### src/assert_macros.svh
// Assertion macros used by the top-level RTL file.
`ifndef ASSERT_MACROS_SVH
`define ASSERT_MACROS_SVH

// Check an implication on every rising clk edge outside reset.
`define ASSERT_IMPL(label, pre, post, msg) \
	label: assert property (@(posedge clk) disable iff (!arst_n) (pre) |-> (post)) \
		else $error(msg);

// Check an implication in the next cycle, outside reset.
`define ASSERT_NEXT(label, pre, post, msg) \
	label: assert property (@(posedge clk) disable iff (!arst_n) (pre) |=> (post)) \
		else $error(msg);

// Check a condition on every rising clk edge outside reset.
`define ASSERT_ALWAYS(label, cond, msg) \
	label: assert property (@(posedge clk) disable iff (!arst_n) (cond)) \
		else $error(msg);

`endif

### src/mbe_pkg.sv
// Package: widths, constants, types and saturation helpers of the escape-time block.
`default_nettype none

package mbe_pkg;

	localparam int PIXEL_BITS    = 10;
	localparam int FRACTION_BITS = 28;

	localparam int WORD_W     = 32;
	localparam int STEP_W     = 29;
	localparam int COUNT_W    = 8;
	localparam int CFG_ADDR_W = 2;
	localparam int CFG_DATA_W = 32;

	localparam int PROD_W  = PIXEL_BITS + STEP_W;
	localparam int MAP_W   = PROD_W + 2;
	localparam int SQ_W    = 2 * WORD_W;
	localparam int WIDE_W  = SQ_W + 1;
	localparam int ESC_BIT = 2 * FRACTION_BITS + 2;

	localparam int IN_PAY_W  = 2 * PIXEL_BITS;
	localparam int IN_W      = ((IN_PAY_W + 7) / 8) * 8;
	localparam int OUT_PAY_W = 2 * PIXEL_BITS + 2 * COUNT_W;
	localparam int OUT_W     = ((OUT_PAY_W + 7) / 8) * 8;

	localparam longint LIM_L    = longint'(1) << (FRACTION_BITS + 2);
	localparam longint S32_MAX_L = 64'sd2147483647;
	localparam longint S32_MIN_L = -64'sd2147483648;
	localparam longint MAP_HI_L = (LIM_L < S32_MAX_L) ? LIM_L : S32_MAX_L;
	localparam longint MAP_LO_L = (-LIM_L > S32_MIN_L) ? -LIM_L : S32_MIN_L;

	localparam logic signed [MAP_W-1:0]  MAP_HI   = MAP_W'(MAP_HI_L);
	localparam logic signed [MAP_W-1:0]  MAP_LO   = MAP_W'(MAP_LO_L);
	localparam logic signed [WIDE_W-1:0] WIDE_MAX = WIDE_W'(S32_MAX_L);
	localparam logic signed [WIDE_W-1:0] WIDE_MIN = WIDE_W'(S32_MIN_L);

	localparam logic signed [WORD_W-1:0] ORIGIN_RESET = -32'sd536870912;
	localparam logic [STEP_W-1:0]        STEP_RESET   = 29'd1789570;
	localparam logic [COUNT_W-1:0]       CAP_RESET    = 8'd255;

	typedef enum logic [CFG_ADDR_W-1:0] {
		REG_ORIGIN_REAL = 2'd0,
		REG_ORIGIN_IMAG = 2'd1,
		REG_PIXEL_STEP  = 2'd2,
		REG_ITER_CAP    = 2'd3
	} cfg_reg_t;

	typedef enum logic [2:0] {
		ST_IDLE,
		ST_MAP,
		ST_INIT,
		ST_SQUARE,
		ST_TEST,
		ST_FINISH
	} state_t;

	typedef struct packed {
		logic load_in;
		logic map;
		logic init;
		logic square;
		logic step;
		logic load_out;
	} dp_cmd_t;

	typedef struct packed {
		logic done;
		logic out_free;
	} dp_status_t;

	function automatic logic signed [WORD_W-1:0] clamp_map(input logic signed [MAP_W-1:0] v);
		logic signed [MAP_W-1:0] r;
		r = v;
		if (v > MAP_HI) r = MAP_HI;
		if (v < MAP_LO) r = MAP_LO;
		return r[WORD_W-1:0];
	endfunction

	function automatic logic signed [WORD_W-1:0] sat_word(input logic signed [WIDE_W-1:0] v);
		logic signed [WIDE_W-1:0] r;
		r = v;
		if (v > WIDE_MAX) r = WIDE_MAX;
		if (v < WIDE_MIN) r = WIDE_MIN;
		return r[WORD_W-1:0];
	endfunction

endpackage

`default_nettype wire

### src/mbe_ctrl.sv
// Controller: sequences mapping, square and update steps for one pixel at a time.
`default_nettype none

module mbe_ctrl import mbe_pkg::*; (
	input  wire        clk,
	input  wire        arst_n,
	input  wire        in_valid,
	output logic       in_ready,
	input  dp_status_t status,
	output dp_cmd_t    cmd
);

	state_t state_q, state_d;

	always_ff @(posedge clk or negedge arst_n) begin
		if (!arst_n) begin
			state_q <= ST_IDLE;
		end else begin
			state_q <= state_d;
		end
	end

	always_comb begin
		state_d  = state_q;
		cmd      = '0;
		in_ready = 1'b0;
		case (state_q)
			ST_IDLE: begin
				in_ready = 1'b1;
				if (in_valid) begin
					cmd.load_in = 1'b1;
					state_d     = ST_MAP;
				end
			end
			ST_MAP: begin
				cmd.map = 1'b1;
				state_d = ST_INIT;
			end
			ST_INIT: begin
				cmd.init = 1'b1;
				state_d  = ST_SQUARE;
			end
			ST_SQUARE: begin
				cmd.square = 1'b1;
				state_d    = ST_TEST;
			end
			ST_TEST: begin
				if (status.done) begin
					state_d = ST_FINISH;
				end else begin
					cmd.step = 1'b1;
					state_d  = ST_SQUARE;
				end
			end
			ST_FINISH: begin
				if (status.out_free) begin
					cmd.load_out = 1'b1;
					state_d      = ST_IDLE;
				end
			end
			default: begin
				state_d = ST_IDLE;
			end
		endcase
	end

endmodule

`default_nettype wire

### config.mk
export PLATFORM = sky130hd
export DESIGN_NAME = mbe_ctrl
export DESIGN_NICKNAME = d
export VERILOG_FILES = /design/src/assert_macros.svh /design/src/mbe_pkg.sv /design/src/mbe_ctrl.sv
export SDC_FILE = /design/constraint.sdc
export NUM_CORES = 1
export LEC_CHECK = 0
export ABC_AREA = 1
export BUFFER_PORTS_ARGS = -buffer_cell sky130_fd_sc_hd__buf_2
export CORE_AREA = 2 2 39 41
export CTS_CLUSTER_DIAMETER = 100
export DETAILED_ROUTE_END_ITERATION = 7
export DIE_AREA = 0 0 41 43
export SLEW_MARGIN = 20
export SYNTH_ARGS = -nofsm -noshare
export SYNTH_HDL_FRONTEND = slang
export SYNTH_SLANG_ARGS = --single-unit
### constraint.sdc
create_clock -name clk -period 1.8 [get_ports clk]
set_clock_uncertainty 0.05 [all_clocks]
set_input_delay 0.27 -clock clk [delete_from_list [all_inputs] [get_ports clk]]
set_output_delay 0.27 -clock clk [all_outputs]
set_load 0.05 [all_outputs]
== Word level (Yosys, flattened, before mapping) ==
Index checks and enable logic that the tools add are counted.
Storage, ports and cells
  register bits: 3
  input port bits: 5
  output and inout bits: 7
  logic and storage cells: 24
Operators by class
  equality and inequality tests: 7
  muxes and demuxes: 14
  reduce and logical (&&, ||, !) cells: 2
Operators with widths (count)
  case mux 3 bit (6 select lines): 1
  two-way mux 1 bit: 10
  two-way mux 3 bit: 3
  == test 3 x 2 -> 1 bit (second input constant): 2
  == test 3 bit (second input constant): 2
  inequality test 2 bit (second input constant): 2
  == test 3 x 1 -> 1 bit (second input constant): 1
  logical NOT 3 bit: 1
  AND reduction 2 bit: 1

== Depth between registers and ports, before layout ==
Gate-level depths: netlist (run 1).
  depth in word-level cells: 3
  depth in mapped cells: 4
  gate-level depth less buffers: 4

== Least setup slack after synthesis (run 1) ==
Ideal clock, no wire load.
  path type: register -> output
  from: register state_q[2]
  to: output port cmd[0] (netlist bit)
  data arrival time: 1.415 ns
  data required time: 1.480 ns
  path slack: 0.065 ns
  cell stages (with the launch flop): 3
  path buffers: 0
  cell sequence: dfrtp_1 inv_2 nor4_2
RTL lines
  start, declared: line mbe_ctrl.sv:13  | state_t state_q, state_d;
  start signal, assigned: line mbe_ctrl.sv:19  | state_q <= state_d;
  end, declared: line mbe_ctrl.sv:10  | output dp_cmd_t cmd

==> results of run 1 <==
==> metal layers <==
| layer | up-vias | part of all wire (%) | routed length, um | global-route usage [%] |
|---|---|---|---|---|
| li1 | 121 | - | - | - |
| met1 | 91 | 45 | 208 | 8.039 |
| met2 | 11 | 40 | 187 | 8.125 |
| met3 | 2 | 8.6 | 40 | 4.712 |
| met4 | 0 | 6.6 | 31 | 14.00 |
| met5 | - | 0 | 0 | 0 |
==> cell families (layout without fill, tap and decap cells) <==
kind of cell | after synthesis | count (layout)
DFF | 3 | 3
buffers and inverters | 9 | 25
and+or+nand+nor | 14 | 14
AOI/OAI and AO/OA | 2 | 2
==> critical path: cells and delay by family, from the launching register on <==
family | cells | cell delay [ps]
DFF | 1 | 410
and+or+nand+nor | 3 | 360
buffers and inverters | 1 | 260
==> final cells by class <==
| cell class | count | area share (%) |
|---|---|---|
| well taps | 16 | 6.478 |
| clock buffers | 4 | 8.502 |
| inverters | 9 | 10.93 |
| repair buffers | 12 | 21.05 |
| flip-flops and latches | 3 | 24.29 |
| multi-input cells | 16 | 28.74 |
==> path summary, 6_finish.rpt <==
kind                             from         end
max                        state_q[0]      cmd[5]
min                          in_valid  state_q[0]
max reg2reg                state_q[0]  state_q[0]
min reg2reg                state_q[2]  state_q[2]
max in group asynchronous      arst_n  state_q[0]
min in group asynchronous      arst_n  state_q[1]
==> layout by cell type, fill, tap and decap left out <==
cell type	instances
o21ai_0	1
dfrtp_1	3
inv_1	8
nor2_2	1
buf_2	11
inv_2	1
o21ai_1	1
nor2_1	3
nand4_1	1
clkbuf_4	3
nand3_1	4
nor4_2	1
clkbuf_1	1
dlygate4sd3_1	1
nand3b_1	2
nand2_1	2
==> through the flow <==
step	instances	hold WS (ps)
floorplan	28	-75.59
global placement	55	20.30
detailed placement	55	23.61
CTS	60	263.8
global route	60	276.7
finish	60	267.9
==> what timing repair did <==
action	in CTS	in global routing
setup endpoints to repair	0	0
hold buffers	1	0
endpoints found under the hold margin	3	0
==> power breakdown <==
group	internal [mW]	total (mW)	switching, mW
combinational	0.0958	0.407	0.311
sequential	0.0991	0.142	0.0424
clock	0.0829	0.116	0.0327
==> metrics.md, run 1 <==
| Metric | Value |
|---|---|
| DR vias/cell | 3.750 |
| Leakage | 0.1950 nW |
| Final worst slack | 215.8 ps |
| Bufs on Longest Clock Path | 2 |
| Min-Delay Path Class | in -> reg |
| Sink Count | 3 |
| Slowest-stage cell, CP | dfrtp_1 |
| Synth Area in Simple Gates | 39.87% |
| Avg Cell Area, Syn | 7.060 sq um |
| Vias in the first global route | 198 |
| Initial DRC count | 12 |
| Initial antenna violation count | 0 |
| Worst Reg-to-Reg Cells | 4 |
| Area after DPL | 272.8 sq um |
| FP Rows | 14 |
| Total power | 0.6641 mW |
| Layout cell share with drive strength beyond 1 | 38.64% |
| Synth Area in XOR/XNOR | 0% |
| Max reg flops | 3 |
| CP endpoint kind | output pin |
| NumNets Final | 50 |
| Fill cell count | 163 |
| Largest regs | state_q x3 |
| Final Core Density | 22.33% |
| Sequential cell area | 75.07 sq um |
| Final-report setup violation count | 0 |
| Detailed Route WL | 467 um |
| Critical setup path kind | reg -> out |
| Area leader, netlist | dfrtp_1 |
| Netlist Area Pre-Place | 197.7 sq um |
| Die width | 41 um |
| Max VDD drop | 0.6677 mV |
| Hold Crit Depth | 3 |
| H-tree depth | 1 |
| Top cell type's share of synthesized area | 37.97% |
| Clock latency on the worst-skew pair | 230 ps |
| CP cell instances | nor2_2 > nand2_1 > nor2_1 > buf_2 |
| CTS tree | built |
| IO buf count | 11 |
| Synth top area cells | dfrtp_1 38%, inv_1 15%, nand3_1 10% |
| CTS Buf Count | 3 |
| Synth top cells by count | 8 x inv_1, 4 x nand3_1, 3 x dfrtp_1, 3 x nor2_1 |
| Yosys cell types | 12 |
| CTS resizes | 0 |
| FFs w/ async S/R, synth | 100.0% |
| Top Ports | 12 |
| Mux cell area share after synthesis | 0% |
| CTS root buf | clkbuf_4 |
| Worst EP arrival | 1260 ps |
| Number of max-cap violations | 0 |
| Worst-Margin Slew | 247.3 ps |
| Top reg by flops | state_q |
| Fin crit share | 88.01% |
| Vert. Die Dim | 43 um |
| Ys Warns | 0 |
| PD cells | 2149 nW/um^2 |
| DP Worst Slack | 464.3 ps |
| Area of the multi-input gates | 88.84 sq um |
| Post-CTS setup buffers | 0 |
| Die footprint | 1763 sq um |
| Worst EP required | 1480 ps |
| Cell count after synthesis | 28 |
| Area of the core | 1384 sq um |
| Status | completed |
| Crit-path max cell delay | 410 ps |
| Setup TNS | 0 ps |
| RSZ-0062 raised after global routing | no |
| Fmax | 0.6312 GHz |
| Max Slew Vio Count | 0 |
| GRT overflow | 0 |
| Antenna diode count | 0 |
| Largest family of logic cells by synthesized area | simple AND/OR/NAND/NOR gates |
| Detail Route Antenna Nets | 0 |
| Design area | 309.0 sq um |
| First-pass GRT wire length | 786 um |
| Clk slew on worst S/H paths | 30 ps |
| Synth Area in Adders | 0% |
| Post-route minimum period | 1584 ps |
| Starting Density | 14.29% |
| Worst relative slew slack | 83.63% |
| Endpoints failing hold | 0 |
| #FFs+latches synth | 3 |
| Compound-Gate Fraction of Synth Area | 5.063% |
| Wirelength per Cell | 7.783 um |
| Post-Syn Nets | 33 |
| Area grow syn2layout | 56.33% |
| Placer Congestion | 0.7155 |
| Pre-antenna DRT Iters | 4 |
| Startpoint types | flop |
| DR DRC count | 0 |
| Total Routing Usage GR | 8.133% |
| Count leader, synth | inv_1 |
| Vias | 225 |
| Top_reg_cell synth | dfrtp_1 |
| Pin count of the biggest net entering global routing | 6 |
| Reg2Reg Setup Slack | 780 ps |
| Seq/Total Area, Yosys | 37.97% |
| Crit path max fanout | 5 |
| Number of flops mapped to enable cells by yosys | 0 |
Power figures use the tool's default switching activity.
==> run 2, diff against run 1 <==
- ABC_AREA: 1 -> default
==> run 2 against run 1 <==
Compared with the run above:
- routed wire length down 2.4%
- setup slack worse by 71 ps
- register-to-register slack worse by 140 ps
- non-clock buffer count unchanged
- die area unchanged
- count of clock-buffer cells in the layout unchanged
- cell area up 10%
- utilization up 2.3 points
- global-route usage down 1.9 points
- final cell count down 12%
- via count down 6.2%
- critical endpoint unchanged
- largest cell class unchanged
- highest routed layer is now met3
==> metrics.md, run 2 <==
| Metric | Value |
|---|---|
| Number of max-cap violations | 0 |
| Status | completed |
| Worst relative slew slack | 72.80% |
| Top_reg_cell synth | dfrtp_1 |
| Vias | 211 |
| Synth top area cells | dfrtp_1 34%, nor3b_1 6.9%, nand2b_4 6.3% |
| Sink Count | 3 |
| Worst EP required | 1480 ps |
| Vert. Die Dim | 43 um |
| CP endpoint kind | output pin |
| Antenna diode count | 0 |
| Bufs on Longest Clock Path | 2 |
| Hold WS | 249.2 ps |
| Fill cell count | 157 |
| Count leader, synth | dfrtp_1 |
| Worst EP arrival | 1340 ps |
| Wirelength per Cell | 8.604 um |
| Ys Warns | 0 |
| RSZ-0062 raised after global routing | no |
| DR vias/cell | 3.981 |
| CP delay by family, top | flip-flops |
| Initial antenna violation count | 0 |
| Die footprint | 1763 sq um |
| CTS tree | built |
| Clk slew on worst S/H paths | 30 ps |
| Detailed Route WL | 456 um |
| FFs w/ async S/R, synth | 100.0% |
| Number of flops mapped to enable cells by yosys | 0 |
| Fmax | 0.6040 GHz |
| Yosys cell types | 16 |
| Largest regs | state_q x3 |
| First-pass GRT wire length | 683 um |
| WP buf/inv | 1 |
| Crit-path max cell delay | 500 ps |
| Area leader, netlist | dfrtp_1 |
| Pin count of the biggest net entering global routing | 12 |
| Final worst slack | 144.5 ps |
| Clock latency on the worst-skew pair | 220 ps |
| H-tree depth | 1 |
| Cell count after synthesis | 23 |
| DP Worst Slack | 370.3 ps |
| CTS root buf | clkbuf_4 |
| Top reg by flops | state_q |
| Worst-Margin Slew | 408.1 ps |
| Avg Cell Area, Syn | 9.466 sq um |
| IO buf count | 11 |
| Area of the core | 1384 sq um |
| Top Ports | 12 |
| Slowest-stage cell, CP | dfrtp_1 |
| Most common cell after layout, fill and taps aside | buf_2 |
| Endpoints failing hold | 0 |
| NumNets Final | 43 |
| CTS Buf Count | 3 |
| Min-Delay Path Class | in -> reg |
| Most frequent cells in the layout | 11 x buf_2, 3 x clkbuf_4, 3 x dfrtp_1 |
| Top cell type's share of synthesized area | 34.48% |
| Detail Route Antenna Nets | 0 |
| Total Routing Usage GR | 6.244% |
| FP Rows | 14 |
| Fin crit share | 91.97% |
| Worst Setup SP | state_q[2] |
| RR Startpoint | state_q[0] |
| Startpoint types | flop |
| Seq/Total Area, Yosys | 34.48% |
| Max reg flops | 3 |
| CTS resizes | 0 |
| Hold path startpoint | status[1] |
| Max Slew Vio Count | 0 |
| GRT overflow | 0 |
| Placer Congestion | 0.6119 |
| Hpwl dp | 371.4 um |
| Netlist Area Pre-Place | 217.7 sq um |
| Layout cell share with drive strength beyond 1 | 56.76% |
| #FFs+latches synth | 3 |
| Starting Density | 15.73% |
| Post-route minimum period | 1656 ps |
| Critical setup path kind | reg -> out |
| CP cell instances | nor3_4 > and2_1 > buf_2 |
| Pre-antenna DRT Iters | 2 |
| Post-Syn Nets | 28 |
| Area grow syn2layout | 56.32% |
| Final-report setup violation count | 0 |
| Crit path max fanout | 8 |
| Initial DRC count | 3 |
| Die width | 41 um |
| DR DRC count | 0 |
| Vias in the first global route | 180 |
run 2: cell count changes after synthesis, moves of 2 or more:
cell,delta
buf_2,+2
nor3b_1,+2
and2_1,+2
nand3_1,-4
inv_1,-7
run 2: layout make-up:
cell class | count | area (sq um) | share of cell area (%)
timing repair buffer | 12 | 65.06 | 19.12
clock buffer | 4 | 26.28 | 7.721
multi-input combinational | 17 | 150.1 | 44.12
sequential | 3 | 75.07 | 22.06
inverter | 1 | 3.754 | 1.103
tap | 16 | 20.02 | 5.882
run 2: worst paths after layout:
kind	end	slack [ps]	cells after the start
setup / recovery	cmd[5]	140	3
hold / removal	state_q[1]	250	2
setup reg to reg	state_q[0]	640	2
hold reg to reg	state_q[1]	680	1
max in group asynchronous	state_q[2]	1280	2
min in group asynchronous	state_q[1]	320	2
run 2: cell families after synthesis:
logic type	share of synthesized area, %
flip-flops	34.48
AO/OA/AOI/OAI	18.97
AND/OR/NAND/NOR	36.20
XOR/XNOR	4.024
buffers and inverters	6.320
run 2: per-stage QoR:
step	utilization [%]	setup TNS (ps)	instances	cell area, sq um
floorplan	-	-35.15	23	239.0
global placement	21.97	0	48	304.0
detailed placement	21.97	0	48	304.0
CTS	24.59	0	53	340.3
global route	24.59	0	53	340.3
finish	24.59	0	53	340.3
run 2: layer usage:
layer  up-vias  GRT usage [%]  wire [um]  part of all wire [%]
met5         -              0          0                     0
met1        95          5.844        184                    40
li1        108              -          -                     -
met3         0          3.141         50                    11
met2         8          9.063        221                    48
met4         0          6.000          0                     0
run 2: timing repair:
item | CTS | global route
buffers inserted | 0 | 0
hold buffers | 1 | 0
hold endpoints to repair | 3 | 0
Power of run 2 is left out: the tool's default activity adds up to more than one toggle a clock period on the data nets, which glitch-free logic cannot reach.
==> run 3, diff against run 2 <==
- RECOVER_POWER: default -> 100
- clock period: 1.8 -> 1.9 ns (I/O delays scaled with it)
==> run 3 against run 2 <==
Compared with the run above:
- via count up 3.3%
- flip-flop and latch count stayed put
- setup slack improved by 2.7 ps
- register-to-register slack better by 90 ps
- final cell count is the same
- utilization shrank 0.63 points
- critical path depth did not move
- sequential share of layout area grew 0.58 points
- routed wire length rose by 7.0%
- global-route usage up 1.4 points
- die area did not move
- largest cell class unchanged
==> metrics.md, run 3 (synthesis results as in run 2) <==
| Metric | Value |
|---|---|
| Status | completed |
| Slowest-stage cell, CP | dfrtp_1 |
| CTS Buf Count | 3 |
| DR vias/cell | 4.113 |
| Vias in the first global route | 211 |
| IO buf count | 11 |
| Vert. Die Dim | 43 um |
| GRT overflow | 0 |
| Sequential cell area | 75.07 sq um |
| Vias | 218 |
| Detail Route Antenna Nets | 0 |
| Area grow syn2layout | 52.30% |
| Post-route minimum period | 1753 ps |
| CTS tree | built |
| Critical setup path kind | reg -> out |
| Most common cell after layout, fill and taps aside | clkbuf_2 |
| Min-Delay Path Class | in -> reg |
| Antenna diode count | 0 |
| Setup TNS | 0 ps |
| CTS root buf | clkbuf_4 |
| Largest regs | state_q x3 |
| CP endpoint kind | output pin |
| Max Slew Vio Count | 0 |
| DR DRC count | 0 |
| WP buf/inv | 1 |
| First-pass GRT wire length | 828 um |
| Worst-Margin Slew | 395.8 ps |
| Crit path max fanout | 8 |
| Bufs on Longest Clock Path | 2 |
| Wirelength per Cell | 9.208 um |
| Fmax | 0.5705 GHz |
| Clk slew on worst S/H paths | 40 ps |
| Layout cell share with drive strength beyond 1 | 51.35% |
| Crit-path max cell delay | 480 ps |
| RSZ-0062 raised after global routing | no |
| Total Routing Usage GR | 7.654% |
| H-tree depth | 1 |
| Initial DRC count | 2 |
| Hpwl dp | 358.1 um |
| FP Rows | 14 |
| Startpoint types | flop |
| CP delay by family, top | flip-flops |
| Final-report setup violation count | 0 |
| Area of the core | 1384 sq um |
| Number of max-cap violations | 0 |
| Initial antenna violation count | 0 |
| Max reg flops | 3 |
| Worst EP required | 1560 ps |
| Sink Count | 3 |
| Area of the multi-input gates | 142.6 sq um |
| Placer Congestion | 0.6224 |
| Die footprint | 1763 sq um |
| Detailed Route WL | 488 um |
| Top reg by flops | state_q |
| Most frequent cells in the layout | 6 x clkbuf_2, 4 x buf_2, 3 x clkbuf_4, 3 x dfrtp_1 |
| NumNets Final | 43 |
| Fill cell count | 163 |
| Clock latency on the worst-skew pair | 230 ps |
| Die width | 41 um |
| Fin crit share | 92.26% |
| Pre-antenna DRT Iters | 2 |
| Worst EP arrival | 1420 ps |
| CP cell instances | nand2b_1 > nor3_2 > clkbuf_2 |
| Pin count of the biggest net entering global routing | 12 |
| Starting Density | 15.73% |
| Top Ports | 12 |
| Endpoints failing hold | 0 |
| Worst relative slew slack | 73.61% |
-- run 3: cell types whose count changed in the layout (fill, tap and decap cells not counted), sizes merged --
cell	delta
buf	-7
clkbuf	+7
-- run 3: cell type report --
| cell class | count | share of cell area [%] |
|---|---|---|
| Multi-Input combinational cell | 17 | 43.02 |
| Tap cell | 16 | 6.038 |
| Clock buffer | 4 | 7.925 |
| Sequential cell | 3 | 22.64 |
| Timing Repair Buffer | 12 | 19.25 |
| Inverter | 1 | 1.132 |
-- run 3: what timing repair did --
action / 4_1_cts / 5_1_grt
hold endpoints to repair: 3 / 0
hold buffers: 1 / 0
setup buffers: 0 / 0
endpoints found under the setup margin: 0 / 0
gates resized for setup: 0 / 0
-- run 3: per-layer routing --
metal  vias to the layer above  GRT usage, %  routed length, um
met5                         -             0                  0
met4                         0         4.000                  0
met3                         0         7.853                 63
met2                        12         8.438                197
met1                        99         9.091                227
li1                        107             -                  -
-- run 3: stage by stage --
| step | std cells | setup WS [ps] | utilization (%) | hold WS (ps) | cell area, sq um |
|---|---|---|---|---|---|
| after global routing | 53 | 65.72 | 23.96 | 258.1 | 331.6 |
| after CTS | 53 | 211.7 | 24.59 | 244.8 | 340.3 |
| after global placement | 48 | 471.6 | 21.97 | 33.31 | 304.0 |
| after floorplan | 23 | 49.85 | - | -60.59 | 239.0 |
| after detailed placement | 48 | 467.9 | 21.97 | 33.72 | 304.0 |
| final | 53 | 147.1 | 23.96 | 259.1 | 331.6 |
-- run 3: worst paths after layout --
path                            startpoint          to  slack [ps]  depth (start not counted)
worst max-delay path            state_q[1]      cmd[1]         150                          3
worst min register to register  state_q[2]  state_q[1]         640                          1
worst min-delay path             status[1]  state_q[1]         260                          2
min in group asynchronous           arst_n  state_q[1]         340                          2
worst max register to register  state_q[1]  state_q[1]         730                          2
max in group asynchronous           arst_n  state_q[2]        1310                          2
Power of run 3 is left out for the same reason.
